--- config.mk ---
export PLATFORM = sky130hd
export DESIGN_NAME = lbm_fmul
export DESIGN_NICKNAME = d
export VERILOG_FILES = /design/src/hdl/lbm_pkg.sv /design/src/hdl/lbm_fmul.sv
export SDC_FILE = /design/constraint.sdc
export NUM_CORES = 2
export LEC_CHECK = 0
export BUFFER_PORTS_ARGS = -buffer_cell sky130_fd_sc_hd__buf_4
export CAP_MARGIN = 20
export CORE_ASPECT_RATIO = 1.5
export CORE_MARGIN = 3
export CORE_UTILIZATION = 52
export CTS_BUF_LIST = sky130_fd_sc_hd__clkbuf_16
export CTS_CLUSTER_SIZE = 10
export DETAILED_ROUTE_END_ITERATION = 7
export MAX_ROUTING_LAYER = met4
export PLACE_DENSITY = 0.73
export SLEW_MARGIN = 5
export SYNTH_ARGS = -nofsm -noshare
export SYNTH_HDL_FRONTEND = slang
export SYNTH_SLANG_ARGS = --single-unit
--- constraint.sdc ---
create_clock -name clk -period 10.8 [get_ports clk]
set_clock_uncertainty 0.05 [all_clocks]
set_input_delay 0.54 -clock clk [delete_from_list [all_inputs] [get_ports clk]]
set_output_delay 0.54 -clock clk [all_outputs]
set_load 0.1 [all_outputs]
--- src/hdl/lbm_pkg.sv ---
// package: widths, register indexes and fixed-point helpers for the collision node
package lbm_pkg;

    localparam int WordW       = 32;
    localparam int NumDir      = 9;
    localparam int DefFracBits = 24;
    localparam int PipeDepth   = 8;

    typedef logic signed [WordW-1:0] word_t;
    typedef word_t dir_vec_t [NumDir];

    typedef enum logic [2:0] {
        REG_RELAX_SYM  = 3'd0,
        REG_RELAX_ANTI = 3'd1,
        REG_SPEED      = 3'd2,
        REG_INV_SPEED  = 3'd3,
        REG_REF_DENS   = 3'd4,
        REG_INV_REF    = 3'd5
    } reg_idx_t;

    typedef struct packed {
        word_t relax_sym;
        word_t relax_anti;
        word_t speed;
        word_t inv_speed;
        word_t ref_density;
        word_t inv_ref_density;
    } cfg_t;

    function automatic word_t sat64(input logic signed [63:0] v);
        word_t r;
        if (v > 64'sd2147483647)
            r = 32'sh7fffffff;
        else if (v < -64'sd2147483648)
            r = 32'sh80000000;
        else
            r = v[WordW-1:0];
        return r;
    endfunction

    // opposite direction of each lane
    function automatic int unsigned opp(input int unsigned k);
        int unsigned r;
        case (k)
            1: r = 3;
            2: r = 4;
            3: r = 1;
            4: r = 2;
            5: r = 7;
            6: r = 8;
            7: r = 5;
            8: r = 6;
            default: r = 0;
        endcase
        return r;
    endfunction

    function automatic int dx(input int unsigned k);
        int r;
        case (k)
            1, 5, 8: r = 1;
            3, 6, 7: r = -1;
            default: r = 0;
        endcase
        return r;
    endfunction

    function automatic int dy(input int unsigned k);
        int r;
        case (k)
            2, 5, 6: r = 1;
            4, 7, 8: r = -1;
            default: r = 0;
        endcase
        return r;
    endfunction

endpackage

--- src/hdl/lbm_fmul.sv ---
// registered fixed-point multiply with rounding and saturation
module lbm_fmul #(
    parameter int FRAC_BITS = lbm_pkg::DefFracBits
) (
    input  logic          clk,
    input  lbm_pkg::word_t a,
    input  lbm_pkg::word_t b,
    output lbm_pkg::word_t p
);
    import lbm_pkg::*;

    localparam logic signed [63:0] Half = 64'sd1 <<< (FRAC_BITS - 1);

    logic signed [63:0] prod;
    word_t p_reg;
    word_t p_next;

    always_comb
    begin
        prod   = 64'(a) * 64'(b) + Half;
        p_next = sat64(prod >>> FRAC_BITS);
    end

    always_ff @(posedge clk)
    begin
        p_reg <= p_next;
    end

    assign p = p_reg;
endmodule

==> results.py <==
metrics = {
    "sta": {
        "hold_viol": 0,
        "max_freq_ghz": 0.106,
        "setup_viol_count_final": 0,
        "slew_headroom_pct": 37.7,
        "layout_min_cycle_time_ps": 9420,
        "finalCritPeriodShare_pct": 87.2,
        "rsz0062_at_grt": "no",
        "tns_ps": 0,
        "slew_viol_final": 0,
        "worst_pin_slew_ps": 933,
    },
    "clock_tree": {
        "clk_pin_slew_ps": 50,
        "cts_tree": "built",
        "cts_sinks": 32,
        "clockBufferDepth": 2,
        "ctsResizeCount": 0,
        "htreeDepth": 2,
        "cts_hold_buffers": 0,
        "cts_root_buffer": "clkbuf_16",
        "cts_setup_buffers": 0,
        "numCtsBuffers": 5,
    },
    "global_routing": {
        "antenna_found_initial": 1,
        "grt_pass1_wl_um": 157000,
        "grt_max_degree": 33,
        "grt_pass1_vias": 29300,
        "grt-ovfl-total": 0,
        "track_usage_pct": 28.6,
    },
    "placed_design": {
        "hpwl_um": 82400,
        "io_buffer_count": 96,
        "finalWeightedCongestion": 0.955,
    },
    "yosys": {
        "yosys_warnings": 0,
        "synth_flop_cell": "dfxtp_1",
        "yosysTopAreaCellShare_pct": 59.1,
        "synth.top_cells.by_count": "fa_1 (1082), inv_1 (954), nand2_1 (527), and2_1 (510), clkbuf_1 (191)",
        "synth_most_common_cell": "fa_1",
        "synth.distinct_cells": 63,
        "yosysSeqAreaShare_pct": 1.75,
        "synth-edff-count": 0,
        "postSynthCellCount": 3880,
        "syn_area_per_cell_um2": 9.44,
        "async_flop_share_pct": 0,
        "synthesis.nets": 5205,
        "syn_area_um2": 36600,
        "yosys-top-cells-area": "fa_1 (59%), inv_1 (9.8%), and2_1 (8.7%), ha_1 (6.1%), nand2_1 (5.4%)",
        "synth_seq_cells": 32,
        "synth_top_cell_by_area": "fa_1",
    },
    "setup_path": {
        "cp_slowest_cell": "fa_1",
        "path_max_fanout": 32,
        "worstPathRequired_ps": 10910,
        "cp_slowest_stage_delay_ps": 850,
        "cp-start-kind": "input port",
        "crit_type": "in -> reg",
        "endpoint_kind": "flip-flop",
        "cp_num_buf_inv": 9,
        "cp_common_cell": "fa_1",
        "arrival_ps": 9530,
        "critPathTopFamily": "adder cells",
    },
    "routing": {
        "drc": 0,
        "initialDrtViolationCount": 1386,
        "drt-total-wl_um": 97000,
        "dr.pass1.iters": 7,
        "drt-vias-per-instance": 5.51,
        "wl_per_cell_um": 20.7,
        "via_count": 25800,
        "detail-route-antenna-nets": 0,
    },
    "run": {
        "maxCapViolCount": 0,
    },
    "finish": {
        "syn2layout_area_growth_pct": 3.41,
        "finalNetCount": 5106,
        "drive_gt1_share_pct": 3.04,
        "largest_reg_flops": 32,
    },
    "worst_hold_path": {
        "min_from": "p[5]$_SDFF_PN1_",
        "worstHoldPathType": "reg -> out",
        "worstHoldEndpoint": "p[5]",
        "holdPathStages": 1,
    },
    "die": {
        "start_util_pct": 52.8,
        "core_area_um2": 69400,
        "die_w_um": 223,
        "rows": 118,
        "floorplan.die_area_um2": 73700,
        "die_y_um": 331,
        "io_pins": 97,
    },
    "status": {
        "status": "finished clean",
    },
}
==> layout by cell type, fill, tap and decap left out, types with 23 or more instances in the layout <==
master,n
xnor2_1,38
o21ai_0,23
inv_1,955
ha_1,178
a21o_1,40
a21oi_1,53
nand2_1,527
and2_1,510
buf_4,99
fa_1,1082
nor2_1,51
dfxtp_1,32
==> through the flow <==
step	setup slack, ps	area, µm²	hold slack (ps)	std cells	utilization, %
floorplan	2200	36600	1100	3880	-
global placement	1130	37700	995	4673	54.3
detailed placement	980	37700	994	4673	54.3
CTS	1230	37900	1290	4681	54.5
global route	977	37900	1300	4683	54.6
finish	1380	37900	1280	4683	54.6
==> cell families after synthesis <==
group                    count (synthesis)  synth area share, %
multiplexers                             1               0.0273
AND/OR/NAND/NOR                       1175                 16.1
XOR/XNOR                                51                 1.22
AO/OA/AOI/OAI                          201                 3.71
flip-flops                              32                 1.75
adder cells (fa/ha/maj)               1260                 65.2
buffers and inverters                 1160                 12.0
==> routing by layer <==
layer	track usage (%)	wire length (µm)
met1	29.7	30800
met2	51.4	52700
met3	2.12	4310
met4	20.2	9230
met5	-	0
==> area by class of cell <==
cell class / instances / area (µm²)
Timing Repair Buffer: 100 / 758
Clock buffer: 5 / 125
Fill cell: 6153 / 31500
Sequential cell: 32 / 641
Multi-Input combinational cell: 2688 / 31600
Inverter: 954 / 3580
Clock inverter: 3 / 38.8
Antenna cell: 1 / 2.50
Tap cell: 900 / 1130
==> worst max-delay path by stage <==
stage | from | depth (start not counted) | slack, ps | endpoint
3_3_place_gp | b[5] | 27 | 1130 | p[26]$_SDFF_PN1_
5_1_grt | b[5] | 28 | 980 | p[26]$_SDFF_PN1_
3_5_place_dp | b[5] | 27 | 980 | p[26]$_SDFF_PN1_
4_1_cts | b[5] | 27 | 1230 | p[26]$_SDFF_PN1_
2_1_floorplan | a[31] | 28 | 2200 | p[30]$_SDFF_PN1_
6_report | b[5] | 28 | 1380 | p[26]$_SDFF_PN1_
Power is left out: the tool's default activity adds up to more than one toggle a clock period on the data nets, which glitch-free logic cannot reach.
