## config.mk

```make
export PLATFORM = sky130hd
export DESIGN_NAME = lbm_lane
export DESIGN_NICKNAME = d
export VERILOG_FILES = /design/src/hdl/lbm_pkg.sv /design/src/hdl/lbm_fmul.sv /design/src/hdl/lbm_lane.sv
export SDC_FILE = /design/constraint.sdc
export NUM_CORES = 2
export LEC_CHECK = 0
export BUFFER_PORTS_ARGS = -buffer_cell sky130_fd_sc_hd__clkbuf_2
export CAP_MARGIN = 5
export CELL_PAD_IN_SITES_DETAIL_PLACEMENT = 1
export CELL_PAD_IN_SITES_GLOBAL_PLACEMENT = 1
export CORE_MARGIN = 1
export CORE_UTILIZATION = 47
export CTS_BUF_LIST = sky130_fd_sc_hd__clkbuf_16
export DETAILED_ROUTE_END_ITERATION = 8
export PLACE_DENSITY_LB_ADDON = 0.05
export SKIP_CTS_REPAIR_TIMING = 1
export SYNTH_ARGS = -nofsm -noshare
export SYNTH_HDL_FRONTEND = slang
export SYNTH_SLANG_ARGS = --single-unit
```

## constraint.sdc

```tcl
create_clock -name clk -period 11.2 [get_ports clk]
set_clock_uncertainty 0.1 [all_clocks]
set_input_delay 2.24 -clock clk [delete_from_list [all_inputs] [get_ports clk]]
set_output_delay 2.24 -clock clk [all_outputs]
set_load 0.02 [all_outputs]
```

## src/hdl/lbm_pkg.sv

```systemverilog
// package: widths, register indexes and fixed-point helpers for the collision node
package lbm_pkg;

    localparam int WordW       = 32;
    localparam int NumDir      = 9;
    localparam int DefFracBits = 24;
    localparam int PipeDepth   = 8;

    typedef logic signed [WordW-1:0] word_t;
    typedef word_t dir_vec_t [NumDir];

    typedef enum logic [2:0] {
        REG_RELAX_SYM  = 3'd0,
        REG_RELAX_ANTI = 3'd1,
        REG_SPEED      = 3'd2,
        REG_INV_SPEED  = 3'd3,
        REG_REF_DENS   = 3'd4,
        REG_INV_REF    = 3'd5
    } reg_idx_t;

    typedef struct packed {
        word_t relax_sym;
        word_t relax_anti;
        word_t speed;
        word_t inv_speed;
        word_t ref_density;
        word_t inv_ref_density;
    } cfg_t;

    function automatic word_t sat64(input logic signed [63:0] v);
        word_t r;
        if (v > 64'sd2147483647)
            r = 32'sh7fffffff;
        else if (v < -64'sd2147483648)
            r = 32'sh80000000;
        else
            r = v[WordW-1:0];
        return r;
    endfunction

    // opposite direction of each lane
    function automatic int unsigned opp(input int unsigned k);
        int unsigned r;
        case (k)
            1: r = 3;
            2: r = 4;
            3: r = 1;
            4: r = 2;
            5: r = 7;
            6: r = 8;
            7: r = 5;
            8: r = 6;
            default: r = 0;
        endcase
        return r;
    endfunction

    function automatic int dx(input int unsigned k);
        int r;
        case (k)
            1, 5, 8: r = 1;
            3, 6, 7: r = -1;
            default: r = 0;
        endcase
        return r;
    endfunction

    function automatic int dy(input int unsigned k);
        int r;
        case (k)
            2, 5, 6: r = 1;
            4, 7, 8: r = -1;
            default: r = 0;
        endcase
        return r;
    endfunction

endpackage

```

## src/hdl/lbm_fmul.sv

```systemverilog
// registered fixed-point multiply with rounding and saturation
module lbm_fmul #(
    parameter int FRAC_BITS = lbm_pkg::DefFracBits
) (
    input  logic          clk,
    input  lbm_pkg::word_t a,
    input  lbm_pkg::word_t b,
    output lbm_pkg::word_t p
);
    import lbm_pkg::*;

    localparam logic signed [63:0] Half = 64'sd1 <<< (FRAC_BITS - 1);

    logic signed [63:0] prod;
    word_t p_reg;
    word_t p_next;

    always_comb
    begin
        prod   = 64'(a) * 64'(b) + Half;
        p_next = sat64(prod >>> FRAC_BITS);
    end

    always_ff @(posedge clk)
    begin
        p_reg <= p_next;
    end

    assign p = p_reg;
endmodule

```

## src/hdl/lbm_lane.sv

```systemverilog
// one direction lane: equilibrium from the shared velocity terms
module lbm_lane #(
    parameter int FRAC_BITS = lbm_pkg::DefFracBits,
    parameter int DIR_X     = 0,
    parameter int DIR_Y     = 0,
    parameter int W_NUM     = 1,
    parameter int W_DEN     = 9
) (
    input  logic           clk,
    input  lbm_pkg::word_t ux,
    input  lbm_pkg::word_t uy,
    input  lbm_pkg::word_t usq,
    input  lbm_pkg::word_t rho,
    input  lbm_pkg::word_t ref_density,
    output lbm_pkg::word_t feq
);
    import lbm_pkg::*;

    localparam logic signed [63:0] DenTwo = 64'(2 * W_DEN);
    localparam logic signed [63:0] NumTwo = 64'(2 * W_NUM);
    localparam int PreShift = $clog2((2 * W_DEN) / 9);
    localparam logic [34:0] Bias = 35'(64'sd9 <<< 30);
    localparam logic [17:0] RecipHi = 18'd233017;
    localparam logic [22:0] RecipLo = 23'd7456541;
    localparam logic signed [35:0] QBias = 36'sd1 <<< 30;

    word_t eu_reg, eu_next, usq_d_reg, rho_d1_reg, rho_d2_reg, rho_d3_reg;
    word_t sq;
    word_t poly_reg, poly_next, eu_d2_reg;
    word_t mp;
    word_t feq_reg, feq_next;
    logic signed [63:0] num;
    logic [34:0] ub;
    logic [16:0] uh;
    logic [34:0] qh_prod;
    logic [13:0] qh_next, qh_reg;
    logic [3:0] rh;
    logic [21:0] lo_next, lo_reg;
    logic [44:0] ql_prod;
    logic [18:0] ql;
    logic signed [35:0] quo;

    always_comb
    begin
        eu_next = sat64(64'(DIR_X) * 64'(ux) + 64'(DIR_Y) * 64'(uy));
    end

    lbm_fmul #(.FRAC_BITS(FRAC_BITS)) u_sq (.clk(clk), .a(eu_reg), .b(eu_reg), .p(sq));

    always_comb
    begin
        poly_next = sat64((64'sd6 * 64'(eu_d2_reg) + 64'sd9 * 64'(sq)
                          - 64'sd3 * 64'(usq_d_reg) + 64'sd1) >>> 1);
    end

    lbm_fmul #(.FRAC_BITS(FRAC_BITS)) u_rp (.clk(clk), .a(ref_density), .b(poly_reg),
                                            .p(mp));

    // divide by nine over two stages: biased to non-negative, high part then low part
    always_comb
    begin
        num     = (NumTwo * 64'(sat64(64'(rho_d3_reg) + 64'(mp))) + DenTwo / 2) >>> PreShift;
        ub      = 35'(num) + Bias;
        uh      = ub[34:18];
        qh_prod = 35'(uh) * 35'(RecipHi);
        qh_next = qh_prod[34:21];
        rh      = 4'(uh - 17'(qh_next) * 17'd9);
        lo_next = {rh, ub[17:0]};
    end

    always_comb
    begin
        ql_prod  = 45'(lo_reg) * 45'(RecipLo);
        ql       = ql_prod[44:26];
        quo      = $signed({4'd0, qh_reg, 18'd0}) + $signed({17'd0, ql}) - QBias;
        feq_next = quo[WordW-1:0];
    end

    always_ff @(posedge clk)
    begin
        eu_reg     <= eu_next;
        usq_d_reg  <= usq;
        eu_d2_reg  <= eu_reg;
        poly_reg   <= poly_next;
        rho_d1_reg <= rho;
        rho_d2_reg <= rho_d1_reg;
        rho_d3_reg <= rho_d2_reg;
        qh_reg     <= qh_next;
        lo_reg     <= lo_next;
        feq_reg    <= feq_next;
    end

    assign feq = feq_reg;
endmodule

```

==> impl.org <==
** Finish
- Number of diodes added for antenna fixing :: 0
- In the final design database the tool counted approximately 8,500 nets.
- In the final layout, the share of cells above drive strength 1 is 8.31%.
- Fill cells in the final layout number about 14,000.
- Compared with the post-synthesis result, the final layout area differs by 8.77%.

** Timing
- Final count of negative-setup-slack endpoints :: 0
- Static timing analysis puts the maximum clock frequency at approximately 92 MHz.
- Fin crit share :: a little over nine tenths
- Summed over all failing endpoints, the final setup total negative slack is 0 ns.
- Subtracting the final worst setup slack from the clock period gives ~11 ns.
- Worst hold-check slack :: around 0.23 ns
- At the pin with the least slew margin, the transition time is about 1.2 ns.
- In the post-route analysis, the smallest setup slack over all paths is 0.384 ns.
- Number of hold violations in the final report :: 0
- Headroom to the max-slew limit came out at roughly 18%.
- The count of pins over their slew limit was 0.

** Setup path
- Along the worst path, the maximum fanout reaches 11.
- Data arrives at the worst endpoint at around 11 ns.
- For this design, the slowest cell found on the critical path is sky130_fd_sc_hd__fa_1.
- CP max stage delay :: approximately 0.65 ns
- Kind of critical path :: input pin to register
- Kind of end point of the critical path :: register
- Required time at the endpoint of the critical path :: between 10 and 15 ns
- STA classifies the critical path startpoint as an input pin.
- Register-to-register setup slack :: approximately 0.48 ns

** Synthesis
- Ranking of synthesized cells by instance count :: sky130_fd_sc_hd__inv_1 (1,648), sky130_fd_sc_hd__fa_1 (1,306), sky130_fd_sc_hd__nand2_1 (888), sky130_fd_sc_hd__ha_1 (623), sky130_fd_sc_hd__dfxtp_1 (260)
- After synthesis, the mean cell area works out to 9.34 µm².
- The number of nets handed over by synthesis was 8,294.
- After synthesis, the netlist uses between 90 and 100 different library cells.
- sky130_fd_sc_hd__fa_1 takes more of the synthesized area than any other cell.
- Top-area cell type share of the netlist area :: 45.1%
- Of the synthesized area, sequential elements account for 8.98%.
- YS warnings :: 0
- Yosys instantiated no cell more often than sky130_fd_sc_hd__inv_1.
- Synthesis-stage register bit count :: between 200 and 300
- Sorting the synthesized cells by area gives the leading types as sky130_fd_sc_hd__fa_1 (45%), sky130_fd_sc_hd__ha_1 (13%), sky130_fd_sc_hd__inv_1 (11%), sky130_fd_sc_hd__dfxtp_1 (9.0%), sky130_fd_sc_hd__nand2_1 (5.8%).
- For this run, asynchronously set or reset flops after synthesis account for 0%.
- In this run, synthesis inferred 0 flip-flops with an integrated enable.
- After synthesis the cells add up to approximately 58,000 µm².
- Cell count after synthesis :: between 6,000 and 7,000
- The most used flip-flop cell after synthesis is sky130_fd_sc_hd__dfxtp_1.

** Clocking
- The H-tree was split into 2 levels.
- No sink is reached through more buffers than the 3 on the longest clock path.
- Clock tree from TritonCTS :: built
- Buffers inserted during clock tree synthesis total 34.
- Insertion delay of the later-clocked pin in the worst-skew pair :: around 0.6 ns
- Clock-pin slew was measured on the worst setup and hold paths at around 0.060 ns.
- Root buffer selected by CTS :: sky130_fd_sc_hd__clkbuf_16
- CTS saw 260 sinks.

** Die
- Die X :: about 350 µm
- After floorplanning, the core was divided into 128 placement rows.
- 193 I/O pins were placed.
- Die Area :: ~120,000 µm²
- The region available for standard cell placement spans approximately 120,000 µm².
- In this run the vertical extent of the chip is roughly 350 µm.
- Effective utilization at floorplan :: between 40 and 50%

** Detailed routing
- In this run, the number of DRC markers left after iteration 0 of detailed routing was between 1,500 and 2,000.
- Post-route ant nets :: 0
- Vias per Instance :: between 5 and 6
- Via count :: 40,900
- The first detailed-routing pass ran for 5 iterations.
- Dividing the detail-routed wire length by the instance count gives around 20 µm.
- The routed design has roughly 160,000 µm of wire.
- After detailed routing, the number of remaining DRC violations is 0.

** Place
- IO buf count :: approximately 130
- Detailed placement finished with a half-perimeter wire length of about 140,000 µm.
- At the placement stage, the worst setup path has a slack of -0.653 ns.
- Routability-driven placement finished with a final weighted congestion of around 0.87.

** Global routing
- Antenna violations before repair :: 9
- Global route overflow :: 0
- GRT Total Usage :: about a quarter
- Largest net degree at the start of global routing :: 33
- Number of global-route vias before repair :: 47,100
- The first global-routing pass estimated approximately 260,000 µm of wire.

** Run
- Max-cap check violation count :: 0

** Min path
- The path class of the tightest hold or removal check is register to register.

** Status
- The flow ran to the end, and the final reports show no timing, DRC or antenna violations.
[cells in the final DEF (no fill, tap or decap), drive strengths merged, types with 9 or more instances in the layout]
cell type	synthesis	final
nor3	34	34
nand4	28	28
nand2b	47	47
o21ai	110	110
nor2	108	108
buf	13	245
fa	1306	1306
o21bai	15	15
clkbuf	213	163
and2	256	256
nand3	41	41
nand2	889	889
inv	1648	1659
ha	623	623
o211ai	15	15
xor2	65	65
clkinv	0	11
mux2i	10	10
or3	10	10
xnor2	99	99
or2	9	9
dfxtp	260	260
nor2b	19	19
and3	19	19
a31o	11	11
a31oi	12	12
a21oi	128	128
a211oi	23	23
o21a	26	26
a21o	68	68
[through the flow]
stage	std cells	cell area, µm²	util, %
2_1_floorplan	6204	57900	-
3_5_place_dp	7966	61700	50.5
3_3_place_gp	7966	61700	50.5
4_1_cts	8027	62800	51.4
6_report	8037	63000	51.6
5_1_grt	8037	63000	51.6
[path summary, 6_finish.rpt]
kind	from	end	depth (start not counted)
hold reg to reg	rho_d2_reg[23]	rho_d3_reg[23]	0
setup / recovery	ref_density[31]	u_rp.p[20]	33
hold / removal	rho_d2_reg[23]	rho_d3_reg[23]	0
setup reg to reg	rho_d3_reg[1]	lo_reg[21]	45
[area by class of cell]
type	count	area [µm²]	area share, %
Multi-Input combinational cell	4070	45900	72.8
Inverter	1648	6190	9.82
Sequential cell	260	5220	8.29
Timing Repair Buffer	373	2610	4.13
Tap cell	1625	2030	3.23
Clock buffer	35	876	1.39
Clock inverter	26	228	0.361
[worst max-delay path, delay by kind of cell]
kind | cells | cell delay [ns]
buffers and inverters | 12 | 1.50
AND/OR/NAND/NOR | 4 | 0.82
AO/OA/AOI/OAI | 7 | 1.72
multiplexers | 1 | 0.20
adder cells (fa/ha/maj) | 9 | 4.64
[cells by family (layout without fill, tap and decap cells)]
logic type,count (synthesis),count (layout),share of synthesized area (%)
adder cells (fa/ha/maj),1929,1929,58.6
AND/OR/NAND/NOR,1481,1481,11.6
multiplexers,10,10,0.179
buffers and inverters,1874,2082,12.2
AO/OA/AOI/OAI,485,485,5.85
flip-flops,260,260,8.98
XOR/XNOR,165,165,2.59
[layer usage]
metal | wire (µm) | up-vias | share of wire (%) | global-route usage (%)
li1 | - | 18700 | - | -
met1 | 70800 | 21400 | 44 | 35.9
met2 | 78400 | 663 | 49 | 46.3
met3 | 6750 | 174 | 4.2 | 2.97
met4 | 3390 | 6 | 2.1 | 5.33
met5 | 35 | - | 0.022 | 0
Power is left out: the tool's default activity adds up to more than one toggle a clock period on the data nets, which glitch-free logic cannot reach.
